==> src/hdl/scf_pkg.sv <==
// Package for the servo command framer: frame layout, range limits and shared types.
// Used by the interfaces, the encoder, the serializer and the top level.
`timescale 1ns / 1ps

package scf_pkg;

    // Field widths
    localparam int CMD_W     = 5;
    localparam int VALUE_W   = 32;
    localparam int ID_W      = 7;
    localparam int BYTE_W    = 8;
    localparam int GROUP_W   = 7;
    localparam int NUM_GROUPS = 4;
    localparam int FRAME_MAX = NUM_GROUPS + 3;
    localparam int IDX_W     = $clog2(FRAME_MAX);

    // Signed range limits that pick the number of 7-bit groups
    localparam logic signed [VALUE_W-1:0] LIM3_HI = 32'sh000F_FFFF;
    localparam logic signed [VALUE_W-1:0] LIM3_LO = -32'sh0010_0000;
    localparam logic signed [VALUE_W-1:0] LIM2_HI = 32'sh0000_1FFF;
    localparam logic signed [VALUE_W-1:0] LIM2_LO = -32'sh0000_2000;
    localparam logic signed [VALUE_W-1:0] LIM1_HI = 32'sh0000_003F;
    localparam logic signed [VALUE_W-1:0] LIM1_LO = -32'sh0000_0040;

    // Bit 7 marks every byte after the device id
    localparam logic MARK_BIT = 1'b1;

    typedef logic [BYTE_W-1:0]  t_byte;
    typedef logic [GROUP_W-1:0] t_group;

    // One complete frame, byte 0 first; last_idx points at the checksum byte
    typedef struct packed {
        logic [FRAME_MAX-1:0][BYTE_W-1:0] bytes;
        logic [IDX_W-1:0]                 last_idx;
    } t_frame;

endpackage

==> src/hdl/scf_in_if.sv <==
// Command channel: valid/ready with a command code and a signed value.
// Depends on scf_pkg for field widths.
`timescale 1ns / 1ps

interface scf_in_if;
    logic                               valid;
    logic                               ready;
    logic [scf_pkg::CMD_W-1:0]          command;
    logic signed [scf_pkg::VALUE_W-1:0] value;

    modport source (output valid, output command, output value, input ready);
    modport sink   (input valid, input command, input value, output ready);
endinterface

==> src/hdl/scf_out_if.sv <==
// Transmit byte channel: valid/ready with one frame byte and an end-of-frame flag.
// Depends on scf_pkg for field widths.
`timescale 1ns / 1ps

interface scf_out_if;
    logic                       valid;
    logic                       ready;
    logic [scf_pkg::BYTE_W-1:0] tx_byte;
    logic                       last;

    modport source (output valid, output tx_byte, output last, input ready);
    modport sink   (input valid, input tx_byte, input last, output ready);
endinterface

==> src/hdl/scf_cfg_if.sv <==
// Configuration write channel: valid/ready carrying the device id.
// Depends on scf_pkg for the id width.
`timescale 1ns / 1ps

interface scf_cfg_if;
    logic                     valid;
    logic                     ready;
    logic [scf_pkg::ID_W-1:0] drive_addr;

    modport source (output valid, output drive_addr, input ready);
    modport sink   (input valid, input drive_addr, output ready);
endinterface

==> src/hdl/scf_encoder.sv <==
// Frame encoder: builds a whole frame from one command word in a single pass
// and holds it in a one-deep frame register. Depends on scf_pkg, scf_in_if, scf_cfg_if.
`timescale 1ns / 1ps

module scf_encoder (
    input  logic            i_clk,
    input  logic            i_rst_n,
    scf_in_if.sink          i_cmd,
    scf_cfg_if.sink         i_cfg,
    output scf_pkg::t_frame o_frame,
    output logic            o_frame_valid,
    input  logic            i_frame_take
);

    logic [scf_pkg::ID_W-1:0] r_drive_addr;
    logic                     r_valid;
    logic                     n_valid;
    scf_pkg::t_frame          r_frame;
    scf_pkg::t_frame          n_frame;

    logic [1:0]               grp_m1;
    scf_pkg::t_group          grp [scf_pkg::NUM_GROUPS];
    scf_pkg::t_group          csum;
    logic                     cmd_acc;

    // Device id register; writes are always taken
    assign i_cfg.ready = 1'b1;

    always_ff @(posedge i_clk) begin
        if (!i_rst_n) begin
            r_drive_addr <= '0;
        end else if (i_cfg.valid) begin
            r_drive_addr <= i_cfg.drive_addr;
        end
    end

    // Group count minus one, from the signed range of the value
    always_comb begin
        if (i_cmd.value > scf_pkg::LIM3_HI || i_cmd.value < scf_pkg::LIM3_LO) begin
            grp_m1 = 2'd3;
        end else if (i_cmd.value > scf_pkg::LIM2_HI || i_cmd.value < scf_pkg::LIM2_LO) begin
            grp_m1 = 2'd2;
        end else if (i_cmd.value > scf_pkg::LIM1_HI || i_cmd.value < scf_pkg::LIM1_LO) begin
            grp_m1 = 2'd1;
        end else begin
            grp_m1 = 2'd0;
        end
    end

    // Frame bytes and checksum; mark bits drop out of a mod-128 sum
    always_comb begin
        for (int j = 0; j < scf_pkg::NUM_GROUPS; j++) begin
            grp[j] = i_cmd.value[j*scf_pkg::GROUP_W +: scf_pkg::GROUP_W];
        end

        csum = r_drive_addr + {grp_m1, i_cmd.command};
        for (int j = 0; j < scf_pkg::NUM_GROUPS; j++) begin
            if (2'(j) <= grp_m1) begin
                csum = csum + grp[j];
            end
        end

        n_frame.bytes[0] = {1'b0, r_drive_addr};
        n_frame.bytes[1] = {scf_pkg::MARK_BIT, grp_m1, i_cmd.command};
        // Positions 2..6: data groups high first, then the checksum, then filler
        for (int j = 0; j <= scf_pkg::NUM_GROUPS; j++) begin
            if (3'(j) <= {1'b0, grp_m1}) begin
                n_frame.bytes[2+j] = {scf_pkg::MARK_BIT, grp[2'(grp_m1 - 2'(j))]};
            end else if (3'(j) == {1'b0, grp_m1} + 3'd1) begin
                n_frame.bytes[2+j] = {scf_pkg::MARK_BIT, csum};
            end else begin
                n_frame.bytes[2+j] = '0;
            end
        end
        n_frame.last_idx = 3'd3 + {1'b0, grp_m1};
    end

    // One-deep frame register: refilled in the cycle it is handed on
    assign i_cmd.ready = !r_valid || i_frame_take;
    assign cmd_acc     = i_cmd.valid && i_cmd.ready;

    always_comb begin
        n_valid = r_valid;
        if (cmd_acc) begin
            n_valid = 1'b1;
        end else if (i_frame_take) begin
            n_valid = 1'b0;
        end
    end

    always_ff @(posedge i_clk) begin
        if (!i_rst_n) begin
            r_valid <= 1'b0;
        end else begin
            r_valid <= n_valid;
        end
    end

    always_ff @(posedge i_clk) begin
        if (cmd_acc) begin
            r_frame <= n_frame;
        end
    end

    assign o_frame       = r_frame;
    assign o_frame_valid = r_valid;

endmodule

==> src/hdl/scf_serializer.sv <==
// Frame serializer: sends a held frame one byte per word through an output register.
// Depends on scf_pkg and scf_out_if.
`timescale 1ns / 1ps

module scf_serializer (
    input  logic            i_clk,
    input  logic            i_rst_n,
    input  scf_pkg::t_frame i_frame,
    input  logic            i_frame_valid,
    output logic            o_frame_take,
    scf_out_if.source       o_tx
);

    scf_pkg::t_frame           r_frame;
    logic                      r_busy;
    logic                      n_busy;
    logic [scf_pkg::IDX_W-1:0] r_idx;
    logic [scf_pkg::IDX_W-1:0] n_idx;
    logic                      r_out_valid;
    logic                      n_out_valid;
    scf_pkg::t_byte            r_tx_byte;
    logic                      r_last;

    logic                      slot_free;
    logic                      at_end;

    // Output register can take a byte when empty or being drained
    assign slot_free    = !r_out_valid || o_tx.ready;
    assign at_end       = r_busy && (r_idx == r_frame.last_idx);
    assign o_frame_take = i_frame_valid && (!r_busy || (slot_free && at_end));

    // Control next state
    always_comb begin
        n_busy      = r_busy;
        n_idx       = r_idx;
        n_out_valid = r_out_valid;
        if (slot_free) begin
            n_out_valid = r_busy;
            if (r_busy) begin
                n_idx = r_idx + 3'd1;
            end
            if (at_end) begin
                n_busy = 1'b0;
            end
        end
        if (o_frame_take) begin
            n_busy = 1'b1;
            n_idx  = '0;
        end
    end

    always_ff @(posedge i_clk) begin
        if (!i_rst_n) begin
            r_busy      <= 1'b0;
            r_idx       <= '0;
            r_out_valid <= 1'b0;
        end else begin
            r_busy      <= n_busy;
            r_idx       <= n_idx;
            r_out_valid <= n_out_valid;
        end
    end

    // Payload registers
    always_ff @(posedge i_clk) begin
        if (slot_free) begin
            r_tx_byte <= r_frame.bytes[r_idx];
            r_last    <= at_end;
        end
        if (o_frame_take) begin
            r_frame <= i_frame;
        end
    end

    assign o_tx.valid   = r_out_valid;
    assign o_tx.tx_byte = r_tx_byte;
    assign o_tx.last    = r_last;

endmodule

==> src/hdl/servo_command_framer.sv <==
// Top level of the servo command framer: encoder followed by byte serializer.
// Depends on scf_pkg, scf_in_if, scf_out_if, scf_cfg_if, scf_encoder, scf_serializer.
`timescale 1ns / 1ps

// Each command word (5-bit code, signed 32-bit value) becomes one frame of 4 to 7
// bytes: device id, command byte, 1 to 4 data groups of 7 bits (high group first,
// chosen by signed range, bits above 27 dropped) and a checksum byte that carries
// last = 1. Bytes leave one per cycle while o_tx.ready is high. The first byte
// passes through the encoder frame register, the serializer frame register and
// the output register. One finished frame is held while the previous one is
// being sent, so the next command is taken without a gap and, while o_tx.ready
// is high, a stream of commands keeps the output busy every cycle. Write the
// device id only while no frame is pending; writes are always accepted.
module servo_command_framer (
    input  logic      i_clk,
    input  logic      i_rst_n,
    scf_in_if.sink    i_cmd,
    scf_cfg_if.sink   i_cfg,
    scf_out_if.source o_tx
);

    scf_pkg::t_frame frame;
    logic            frame_valid;
    logic            frame_take;

    // Single-pass frame build into the holding register
    scf_encoder u_encoder (
        .i_clk         (i_clk),
        .i_rst_n       (i_rst_n),
        .i_cmd         (i_cmd),
        .i_cfg         (i_cfg),
        .o_frame       (frame),
        .o_frame_valid (frame_valid),
        .i_frame_take  (frame_take)
    );

    // Byte-at-a-time transmit
    scf_serializer u_serializer (
        .i_clk         (i_clk),
        .i_rst_n       (i_rst_n),
        .i_frame       (frame),
        .i_frame_valid (frame_valid),
        .o_frame_take  (frame_take),
        .o_tx          (o_tx)
    );

endmodule
==> src/flat_wrapper.sv <==
// flat-port wrapper written by rule: the top's interface ports become plain ports
module servo_command_framer_flat 
  (i_clk, i_rst_n, i_cmd_valid, i_cmd_command, i_cmd_value, i_cmd_ready, i_cfg_valid, i_cfg_drive_addr, i_cfg_ready, o_tx_valid, o_tx_tx_byte, o_tx_last, o_tx_ready);
  scf_in_if i_cmd_i ();
  scf_cfg_if i_cfg_i ();
  scf_out_if o_tx_i ();
  input  logic i_clk;
  input  logic i_rst_n;
  input wire logic [$bits(i_cmd_i.valid)-1:0] i_cmd_valid;
  input wire logic [$bits(i_cmd_i.command)-1:0] i_cmd_command;
  input wire logic [$bits(i_cmd_i.value)-1:0] i_cmd_value;
  output wire logic [$bits(i_cmd_i.ready)-1:0] i_cmd_ready;
  input wire logic [$bits(i_cfg_i.valid)-1:0] i_cfg_valid;
  input wire logic [$bits(i_cfg_i.drive_addr)-1:0] i_cfg_drive_addr;
  output wire logic [$bits(i_cfg_i.ready)-1:0] i_cfg_ready;
  output wire logic [$bits(o_tx_i.valid)-1:0] o_tx_valid;
  output wire logic [$bits(o_tx_i.tx_byte)-1:0] o_tx_tx_byte;
  output wire logic [$bits(o_tx_i.last)-1:0] o_tx_last;
  input wire logic [$bits(o_tx_i.ready)-1:0] o_tx_ready;
  assign i_cmd_i.valid = i_cmd_valid;
  assign i_cmd_i.command = i_cmd_command;
  assign i_cmd_i.value = i_cmd_value;
  assign i_cmd_ready = i_cmd_i.ready;
  assign i_cfg_i.valid = i_cfg_valid;
  assign i_cfg_i.drive_addr = i_cfg_drive_addr;
  assign i_cfg_ready = i_cfg_i.ready;
  assign o_tx_valid = o_tx_i.valid;
  assign o_tx_tx_byte = o_tx_i.tx_byte;
  assign o_tx_last = o_tx_i.last;
  assign o_tx_i.ready = o_tx_ready;
  servo_command_framer u_core (.i_clk(i_clk), .i_rst_n(i_rst_n), .i_cmd(i_cmd_i), .i_cfg(i_cfg_i), .o_tx(o_tx_i));
endmodule
==> config.mk <==
export PLATFORM = sky130hd
export DESIGN_NAME = servo_command_framer_flat
export DESIGN_NICKNAME = d
export VERILOG_FILES = /design/src/hdl/scf_pkg.sv /design/src/hdl/scf_in_if.sv /design/src/hdl/scf_out_if.sv /design/src/hdl/scf_cfg_if.sv /design/src/hdl/scf_encoder.sv /design/src/hdl/scf_serializer.sv /design/src/hdl/servo_command_framer.sv /design/src/flat_wrapper.sv
export SDC_FILE = /design/constraint.sdc
export NUM_CORES = 1
export LEC_CHECK = 0
export BUFFER_PORTS_ARGS = -buffer_cell sky130_fd_sc_hd__buf_4
export CAP_MARGIN = 20
export CELL_PAD_IN_SITES_DETAIL_PLACEMENT = 0
export CELL_PAD_IN_SITES_GLOBAL_PLACEMENT = 1
export CORE_MARGIN = 4
export CORE_UTILIZATION = 50
export DETAILED_ROUTE_END_ITERATION = 10
export PLACE_DENSITY = 0.88
export SYNTH_ARGS = -nofsm -noshare
export SYNTH_HDL_FRONTEND = slang
export SYNTH_HIERARCHICAL = 1
export SYNTH_SLANG_ARGS = --single-unit
export TNS_END_PERCENT = 1
==> constraint.sdc <==
create_clock -name i_clk -period 7.5 [get_ports i_clk]
set_clock_uncertainty 0.1 [all_clocks]
set_input_delay 1.125 -clock i_clk [delete_from_list [all_inputs] [get_ports i_clk]]
set_output_delay 1.125 -clock i_clk [all_outputs]
set_load 0.05 [all_outputs]
==> flow_summary_export.csv, run 1 <==
group,metric,value,unit
synthesis,synth_top_area_share,50.3,%
place,pre_cts_ws,0.623,ns
synthesis,synth.top_cells.by_area,"edfxtp_1 (50%), ha_1 (6.3%), mux4_1 (5.3%), mux2i_1 (5.1%), dfxtp_1 (3.5%)",
place,post-dp-hpwl,12500,microns
global_routing,grt_pass1_wl,25900,microns
sta,setup_violations,0,
worst_hold_path,min_path_cells,0,
synthesis,synth_cell_types,64,
global_routing,grt_pass1_vias,4828,
clock_network,cts-root-buf,"clkbuf_16",
worst_setup_path,worst_setup_path_end_kind,"register",
sta,finalWorstPathRequiredPeriod,6.57,ns
route,ant_nets,0,
worst_setup_path,max_stage_delay,0.54,ns
job,cap_violations,0,
floorplanning,num_rows,44,
cells_and_area,diodes,0,
worst_setup_path,rr_endpoint,"u_core/u_encoder/o_frame[41]$_DFFE_PP_",
clock_network,cts_max_path_buffers,2,
synthesis,synth-seq-cells,137,
clock_network,cts_resized,0,
cells_and_area,fin_nets,706,
route,viasPerCell,5.90,
clock_network,clock_latency,0.41,ns
global_routing,met2_usage,34.5,%
clock_network,post-cts-setup-buffers,0,
global_routing,antenna_found_initial,0,
sta,rsz0062_at_grt,"false",
global_routing,grt_max_degree,61,
clock_network,cts_made_buffers,17,
global_routing,grt-ovfl-total,0,
worst_setup_path,crit_slowest_cell,"or4_4",
synthesis,yosys_warnings,6,
clock_network,cts_tree,"done",
worst_setup_path,r2r_start,"u_core/u_encoder/r_drive_addr[1]$_SDFFE_PN0P_",
power_and_ir_drop,power-per-cell-area,298,nW/um^2
cells_and_area,area_growth,14.4,%
sta,hold_viol_final,0,
worst_hold_path,min-delay-start,"u_core/u_encoder/o_frame[31]$_DFFE_PP_",
synthesis,yosysSeqAreaShare,53.8,%
route,drt-total-wl,16700,microns
sta,timing.final.crit_share,87.5,%
cells_and_area,layout-drive-gt1-share,17.8,%
worst_setup_path,crit_path_start_kind,"primary input",
route,drt_iter0_drc,401,
route,vias,4791,
clock_network,cts_hold_buf,0,
floorplanning,core_region_area,14500,sq um
sta,slew_headroom,26.1,%
worst_setup_path,crit_required,7.54,ns
route,drt_first_pass_iters,5,
worst_setup_path,crit_arrival,6.61,ns
clock_network,cts.clk_slew.worst_paths,0.06,ns
floorplanning,start_util,50.9,%
place,gp_congestion,0.948,
power_and_ir_drop,p_leak,3.18,nW
worst_hold_path,hp-class,"reg -> reg",
synthesis,synth-edff-count,124,
worst_setup_path,reg2reg_depth,26,
global_routing,grt_util_met1,26.6,%
clock_network,cts.sinks,137,
power_and_ir_drop,ir_worst_vdd,147,uV
sta,final-max-slew-violation-count,0,
clock_network,htreeDepth,4,
floorplanning,io_pins,61,
synthesis,synthCells,554,
floorplanning,dieHeight,130,microns
worst_setup_path,worstPathMaxFanout,29,
floorplanning,die_x,130,microns
worst_setup_path,path_class,"in -> reg",
sta,fmaxAchievable,152,MHz
global_routing,use_met3,3.92,%
place,portBuffers,59,
run_status,outcome,"completed",
route,wl_per_cell,20.6,microns
worst_setup_path,rrSetupSlack,1.56,ns
synthesis,syn_avg_cell_area,13.4,sq um
synthesis,synthArstFlopShare,0,%
floorplanning,fp.dieArea,16800,sq um
worst_setup_path,path_common_cell,"buf_4",
route,drcViolationCount,0,
synthesis,yosysTopAreaCell,"edfxtp_1",
synthesis,netlist_area,7400,sq um
sta,tns,0,ns
synthesis,ys_dominant_reg_cell,"edfxtp_1",
global_routing,grt.busiest_layer,"met2",
worst_hold_path,holdPathEnd,"u_core/u_serializer/r_frame[31]$_DFFE_PP_",
worst_setup_path,path_cells,"buf_4 > or4_4 > nor4_4 > nand4_1 > a31oi_4 > buf_4 > ha_1 > buf_4 > mux2_2 > ha_1 > fa_1 > mux2i_1 > inv_1 > fa_1 > a211oi_1 > o21bai_1 > a21oi_1 > xnor2_1 > nand2_1 > xor2_1 > o22ai_1",
sta,tightest_slew,1.11,ns
global_routing,gr-usage-all-layers,20.7,%
sta,setup_ws,0.934,ns
[sequential cells by signal (all words and copies together) (netlist names)]
register and count:
u_core/u_encoder/o_frame 56, u_core/u_encoder/o_frame_valid 1, u_core/u_encoder/r_drive_addr 7, u_core/u_serializer/o_tx.last 1, u_core/u_serializer/o_tx.tx_byte 8, u_core/u_serializer/o_tx.valid 1, u_core/u_serializer/r_busy 1, u_core/u_serializer/r_frame 59
u_core/u_serializer/r_idx 3
[layout make-up]
type                    count  area, sq um
well taps                 184          230
clock inverters             9         53.8
multi-input cells         369         3170
repair buffers             63          473
fillers                  1144         6070
inverters                  27          101
flip-flops and latches    137         3980
clock buffers              23          458
[logic make-up (layout without fill, tap and decap cells)]
kind of cell	after synthesis	after routing	synth area share [%]
compound gates	129	129	12.0
xor+xnor	19	19	2.74
fa+ha+maj	42	42	7.61
buf+inv	51	122	3.55
flops	137	137	53.8
mux	62	62	12.1
other cells	2	5	0.101
simple gates	112	112	8.01
[layer usage]
| metal | vias up | wire, microns |
|---|---|---|
| met5 | - | 0 |
| met4 | 0 | 518 |
| met3 | 37 | 867 |
| met2 | 158 | 8340 |
| met1 | 2327 | 7010 |
| li1 | 2269 | - |
[cell usage after synthesis (3+ instances only)]
| cell type | number |
|---|---|
| xnor2_1 | 10 |
| a22o_1 | 3 |
| nor3_1 | 4 |
| a21o_1 | 8 |
| o21bai_1 | 9 |
| nor3b_1 | 3 |
| buf_4 | 5 |
| a2bb2oi_1 | 8 |
| nand4_1 | 6 |
| nor2b_1 | 13 |
| xor2_1 | 6 |
| nor4_1 | 9 |
| o211ai_1 | 3 |
| fa_1 | 5 |
| nand3_1 | 5 |
| buf_2 | 3 |
| o21ai_0 | 17 |
| buf_6 | 5 |
| mux2_2 | 7 |
| mux2i_1 | 38 |
| inv_2 | 3 |
| nand2b_1 | 3 |
| clkbuf_1 | 9 |
| inv_1 | 22 |
| dfxtp_1 | 13 |
| and2_1 | 6 |
| a21oi_1 | 36 |
| mux4_1 | 15 |
| a211oi_1 | 15 |
| nor2_1 | 39 |
| o21a_1 | 3 |
| o21ai_1 | 5 |
| and3_1 | 3 |
| ha_1 | 37 |
| edfxtp_1 | 124 |
| o22ai_1 | 6 |
| nand2_1 | 14 |
[cell usage in the layout, fill, tap and decap left out, types with 4 or more instances in the layout]
| cell type | count |
|---|---|
| o21bai_1 | 9 |
| clkinv_1 | 4 |
| nand3_1 | 5 |
| a21oi_1 | 36 |
| o21ai_1 | 5 |
| conb_1 | 5 |
| and2_1 | 4 |
| nor2b_1 | 13 |
| a21o_1 | 8 |
| a2bb2oi_1 | 8 |
| buf_4 | 63 |
| o22ai_1 | 6 |
| edfxtp_1 | 124 |
| mux2_2 | 7 |
| clkbuf_1 | 5 |
| nor3_1 | 4 |
| o21ai_0 | 17 |
| clkbuf_16 | 17 |
| nor4_1 | 9 |
| nor2_1 | 39 |
| nand4_1 | 6 |
| a211oi_1 | 15 |
| fa_1 | 5 |
| mux2i_1 | 38 |
| dfxtp_1 | 13 |
| ha_1 | 37 |
| nand2_1 | 14 |
| xor2_1 | 6 |
| xnor2_1 | 10 |
| mux4_1 | 15 |
| inv_1 | 22 |
[worst max-delay path, delay by kind of cell]
| kind | cells | cell delay, ns |
|---|---|---|
| AND/OR/NAND/NOR | 4 | 1.04 |
| XOR/XNOR | 2 | 0.43 |
| multiplexers | 2 | 0.76 |
| buffers and inverters | 4 | 0.94 |
| AO/OA/AOI/OAI | 5 | 0.93 |
| adder cells (fa/ha/maj) | 4 | 1.38 |
[where the power goes]
part	internal, mW	switching [mW]
Combinational	0.344	0.515
Sequential	0.932	0.0254
Clock	0.426	0.283
[worst max path at each step]
stage                    start                                      to  slack, ns
5_1_grt        i_cmd_value[14]  u_core/u_encoder/o_frame[41]$_DFFE_PP_       0.65
2_1_floorplan  i_cmd_value[14]  u_core/u_encoder/o_frame[41]$_DFFE_PP_       1.18
3_3_place_gp   i_cmd_value[14]  u_core/u_encoder/o_frame[40]$_DFFE_PP_       0.69
6_report       i_cmd_value[14]  u_core/u_encoder/o_frame[41]$_DFFE_PP_       0.93
4_1_cts        i_cmd_value[14]  u_core/u_encoder/o_frame[41]$_DFFE_PP_       1.03
3_5_place_dp   i_cmd_value[14]  u_core/u_encoder/o_frame[41]$_DFFE_PP_       0.62
[metrics by stage]
stage	instance area, sq um	hold WS (ns)	total power, mW	instances	util (%)
detailed placement	7960	0.305	1.82	780	54.7
CTS	8470	0.313	2.53	812	58.3
finish	8470	0.311	2.53	812	58.3
global route	8470	0.320	2.66	812	58.3
global placement	7960	0.301	1.80	780	54.7
floorplan	7410	0.300	1.56	557	-
(Power assumes the default switching activity.)
==> run 2, diff against run 1 <==
--- a/config.mk
+++ b/config.mk
@@ -9,12 +9,11 @@
 export CAP_MARGIN = 20
 export CELL_PAD_IN_SITES_DETAIL_PLACEMENT = 0
 export CELL_PAD_IN_SITES_GLOBAL_PLACEMENT = 1
-export CORE_MARGIN = 4
-export CORE_UTILIZATION = 50
+export CORE_MARGIN = 2
+export CORE_UTILIZATION = 49
 export DETAILED_ROUTE_END_ITERATION = 10
 export PLACE_DENSITY = 0.88
 export SYNTH_ARGS = -nofsm -noshare
 export SYNTH_HDL_FRONTEND = slang
-export SYNTH_HIERARCHICAL = 1
 export SYNTH_SLANG_ARGS = --single-unit
 export TNS_END_PERCENT = 1
==> flow_summary_export.csv, run 2 <==
group,metric,value,unit
power_and_ir_drop,p_int,1.79,mW
sta,rsz0062_at_grt,"false",
clock_network,clock_latency,0.41,ns
worst_setup_path,crit_path_start_kind,"primary input",
worst_hold_path,min-delay-start,"u_core.u_encoder.o_frame[17]$_DFFE_PP_",
synthesis,yosysMostFrequentCell,"edfxtp_1",
sta,timing.final.crit_share,90.0,%
floorplanning,num_rows,43,
route,vias,4686,
synthesis,yosysTopAreaCell,"edfxtp_1",
cells_and_area,fill_cells,1151,
sta,slew_headroom,32.4,%
floorplanning,io_pins,61,
synthesis,synth-seq-cells,134,
clock_network,post-cts-setup-buffers,0,
worst_setup_path,crit_slowest_cell,"or3_1",
synthesis,synth-edff-count,121,
clock_network,cts_made_buffers,17,
sta,tns,0,ns
worst_setup_path,path_common_cell,"ha_1",
place,post-dp-hpwl,11900,microns
cells_and_area,fin_nets,691,
power_and_ir_drop,p_seq_share,35.8,%
clock_network,cts_max_path_buffers,2,
synthesis,synth.top_cells.by_area,"edfxtp_1 (53%), ha_1 (6.4%), mux2i_1 (4.4%), dfxtp_1 (3.8%), a21oi_1 (3.1%)",
synthesis,yosysSeqAreaShare,56.7,%
global_routing,grt-ovfl-total,0,
worst_setup_path,r2r_start,"u_core.u_encoder.r_drive_addr[0]$_SDFFE_PN0P_",
worst_setup_path,max_stage_delay,0.44,ns
synthesis,netlist_area,6870,sq um
route,drt-total-wl,15700,microns
synthesis,synth_cell_types,55,
cells_and_area,diodes,0,
floorplanning,fp.dieArea,15000,sq um
global_routing,gr-usage-all-layers,22.6,%
worst_setup_path,rrSetupSlack,1.33,ns
sta,tightest_slew,1.01,ns
worst_setup_path,reg2reg_depth,23,
place,portBuffers,59,
global_routing,grt_pass1_wl,24900,microns
sta,finalWorstPathRequiredPeriod,6.75,ns
power_and_ir_drop,combPwrFrac,32.3,%
route,drcViolationCount,0,
clock_network,cts-root-buf,"clkbuf_16",
cells_and_area,area_growth,18.1,%
worst_setup_path,crit_arrival,6.85,ns
cells_and_area,mostFrequentLayoutCells,"edfxtp_1 (121), buf_4 (66), nor2_1 (42), a21oi_1 (42), ha_1 (35)",
sta,hold_viol_final,0,
worst_setup_path,rr_endpoint,"u_core.u_encoder.o_frame[32]$_DFFE_PP_",
synthesis,synth_top_area_share,52.9,%
synthesis,ys_dominant_reg_cell,"edfxtp_1",
cells_and_area,layout-drive-gt1-share,19.0,%
worst_hold_path,min_path_cells,0,
place,place_area,7500,sq um
power_and_ir_drop,power-per-cell-area,321,nW/um^2
sta,setup_violations,0,
route,wl_per_cell,19.8,microns
clock_network,cts_tree,"done",
worst_hold_path,hp-class,"reg -> reg",
clock_network,cts.clk_slew.worst_paths,0.06,ns
floorplanning,core_region_area,13800,sq um
worst_setup_path,worst_setup_path_end_kind,"register",
worst_setup_path,crit_required,7.60,ns
clock_network,cts_hold_buf,0,
sta,final-max-slew-violation-count,0,
worst_hold_path,holdPathEnd,"u_core.u_serializer.r_frame[17]$_DFFE_PP_",
place,gp_congestion,0.927,
job,cap_violations,0,
floorplanning,start_util,49.9,%
worst_setup_path,worstPathMaxFanout,7,
run_status,outcome,"completed",
synthesis,synthArstFlopShare,0,%
cells_and_area,final_common_cell,"edfxtp_1",
power_and_ir_drop,p_leak,3.02,nW
synthesis,synth_common_cells,"edfxtp_1 (121), a21oi_1 (42), nor2_1 (42)",
floorplanning,dieHeight,122,microns
route,viasPerCell,5.89,
global_routing,grt_max_degree,58,
route,drt_iter0_drc,556,
clock_network,cts_resized,0,
worst_setup_path,path_class,"in -> reg",
route,ant_nets,0,
cells_and_area,design_area,8110,sq um
clock_network,cts.sinks,134,
global_routing,antenna_found_initial,1,
synthesis,yosys_warnings,0,
sta,fmaxAchievable,148,MHz
synthesis,syn_avg_cell_area,12.8,sq um
clock_network,htreeDepth,4,
power_and_ir_drop,p_switching,812,uW
global_routing,grt_pass1_vias,4571,
route,drt_first_pass_iters,6,
power_and_ir_drop,ir_worst_vdd,159,uV
power_and_ir_drop,switching_share,31.1,%
floorplanning,die_x,122,microns
power_and_ir_drop,power.share.clock,31.9,%
synthesis,synthCells,538,
cells_and_area,multiInputGateArea,2810,sq um
cells_and_area,register_area,3890,sq um
==> run 2: worst max-delay path by stage <==
| stage | from | endpoint | cells past startpoint |
|---|---|---|---|
| floorplan | i_cmd_value[29] | u_core.u_encoder.o_frame[32]$_DFFE_PP_ | 27 |
| global placement | i_cmd_value[22] | u_core.u_encoder.o_frame[32]$_DFFE_PP_ | 25 |
| detailed placement | i_cmd_value[22] | u_core.u_encoder.o_frame[32]$_DFFE_PP_ | 25 |
| CTS | i_cmd_value[22] | u_core.u_encoder.o_frame[32]$_DFFE_PP_ | 25 |
| global route | i_cmd_value[22] | u_core.u_encoder.o_frame[32]$_DFFE_PP_ | 25 |
| finish | i_cmd_value[22] | u_core.u_encoder.o_frame[32]$_DFFE_PP_ | 25 |
==> run 2: power by group through the flow <==
stage               sequential (mW)  clock, mW  combinational [mW]
floorplan                     0.954          0               0.600
global placement              0.946          0               0.815
detailed placement            0.950          0               0.828
CTS                           0.934      0.845               0.835
global route                  0.940      0.880               0.917
finish                        0.933      0.831               0.842
==> run 2: kinds of logic (layout without fill, tap and decap cells) <==
group / Yosys count / after routing / synth area share [%]
xor gates and xnor gates: 23 / 23 / 3.33
other: 1 / 2 / 0.0546
adders and majority gates: 40 / 40 / 7.83
AOI/OAI and AO/OA: 133 / 133 / 12.7
DFF: 134 / 134 / 56.7
muxes: 41 / 41 / 7.32
and+or+nand+nor: 124 / 124 / 9.46
buffers and inverters: 42 / 118 / 2.61
==> run 2: routing by layer <==
layer | wire (microns) | track usage, % | up-vias | share of wire (%)
met2 | 7560 | 35.8 | 188 | 48
met5 | 0 | 0 | - | 0
met3 | 903 | 4.46 | 40 | 5.7
met1 | 6660 | 29.7 | 2248 | 42
li1 | - | - | 2210 | -
met4 | 594 | 11.4 | 0 | 3.8
==> run 2: area by class of cell <==
| type | instances | area share [%] |
|---|---|---|
| Tap cell | 180 | 2.78 |
| Timing Repair Buffer | 66 | 6.11 |
| Clock inverter | 14 | 2.14 |
| Multi-Input combinational cell | 363 | 34.6 |
| Clock buffer | 18 | 5.41 |
| Sequential cell | 134 | 48.0 |
| Inverter | 20 | 0.956 |
==> run 2: worst max-delay path: cells and delay by family <==
kind | cells | cell delay [ns]
adders and majority gates | 5 | 1.72
and+or+nand+nor | 6 | 1.53
AOI/OAI and AO/OA | 7 | 1.39
xor gates and xnor gates | 3 | 0.45
buffers and inverters | 3 | 0.31
muxes | 1 | 0.30
==> run 2: metrics by stage <==
stage	setup slack, ns	util (%)	instances	hold WS (ns)	total power [mW]
final	0.752	58.9	795	0.316	2.61
after detailed placement	0.469	54.5	763	0.305	1.78
after global placement	0.623	54.5	763	0.303	1.76
after floorplan	0.606	-	539	0.300	1.55
after CTS	0.856	58.9	795	0.318	2.61
after global routing	0.294	58.9	795	0.323	2.74
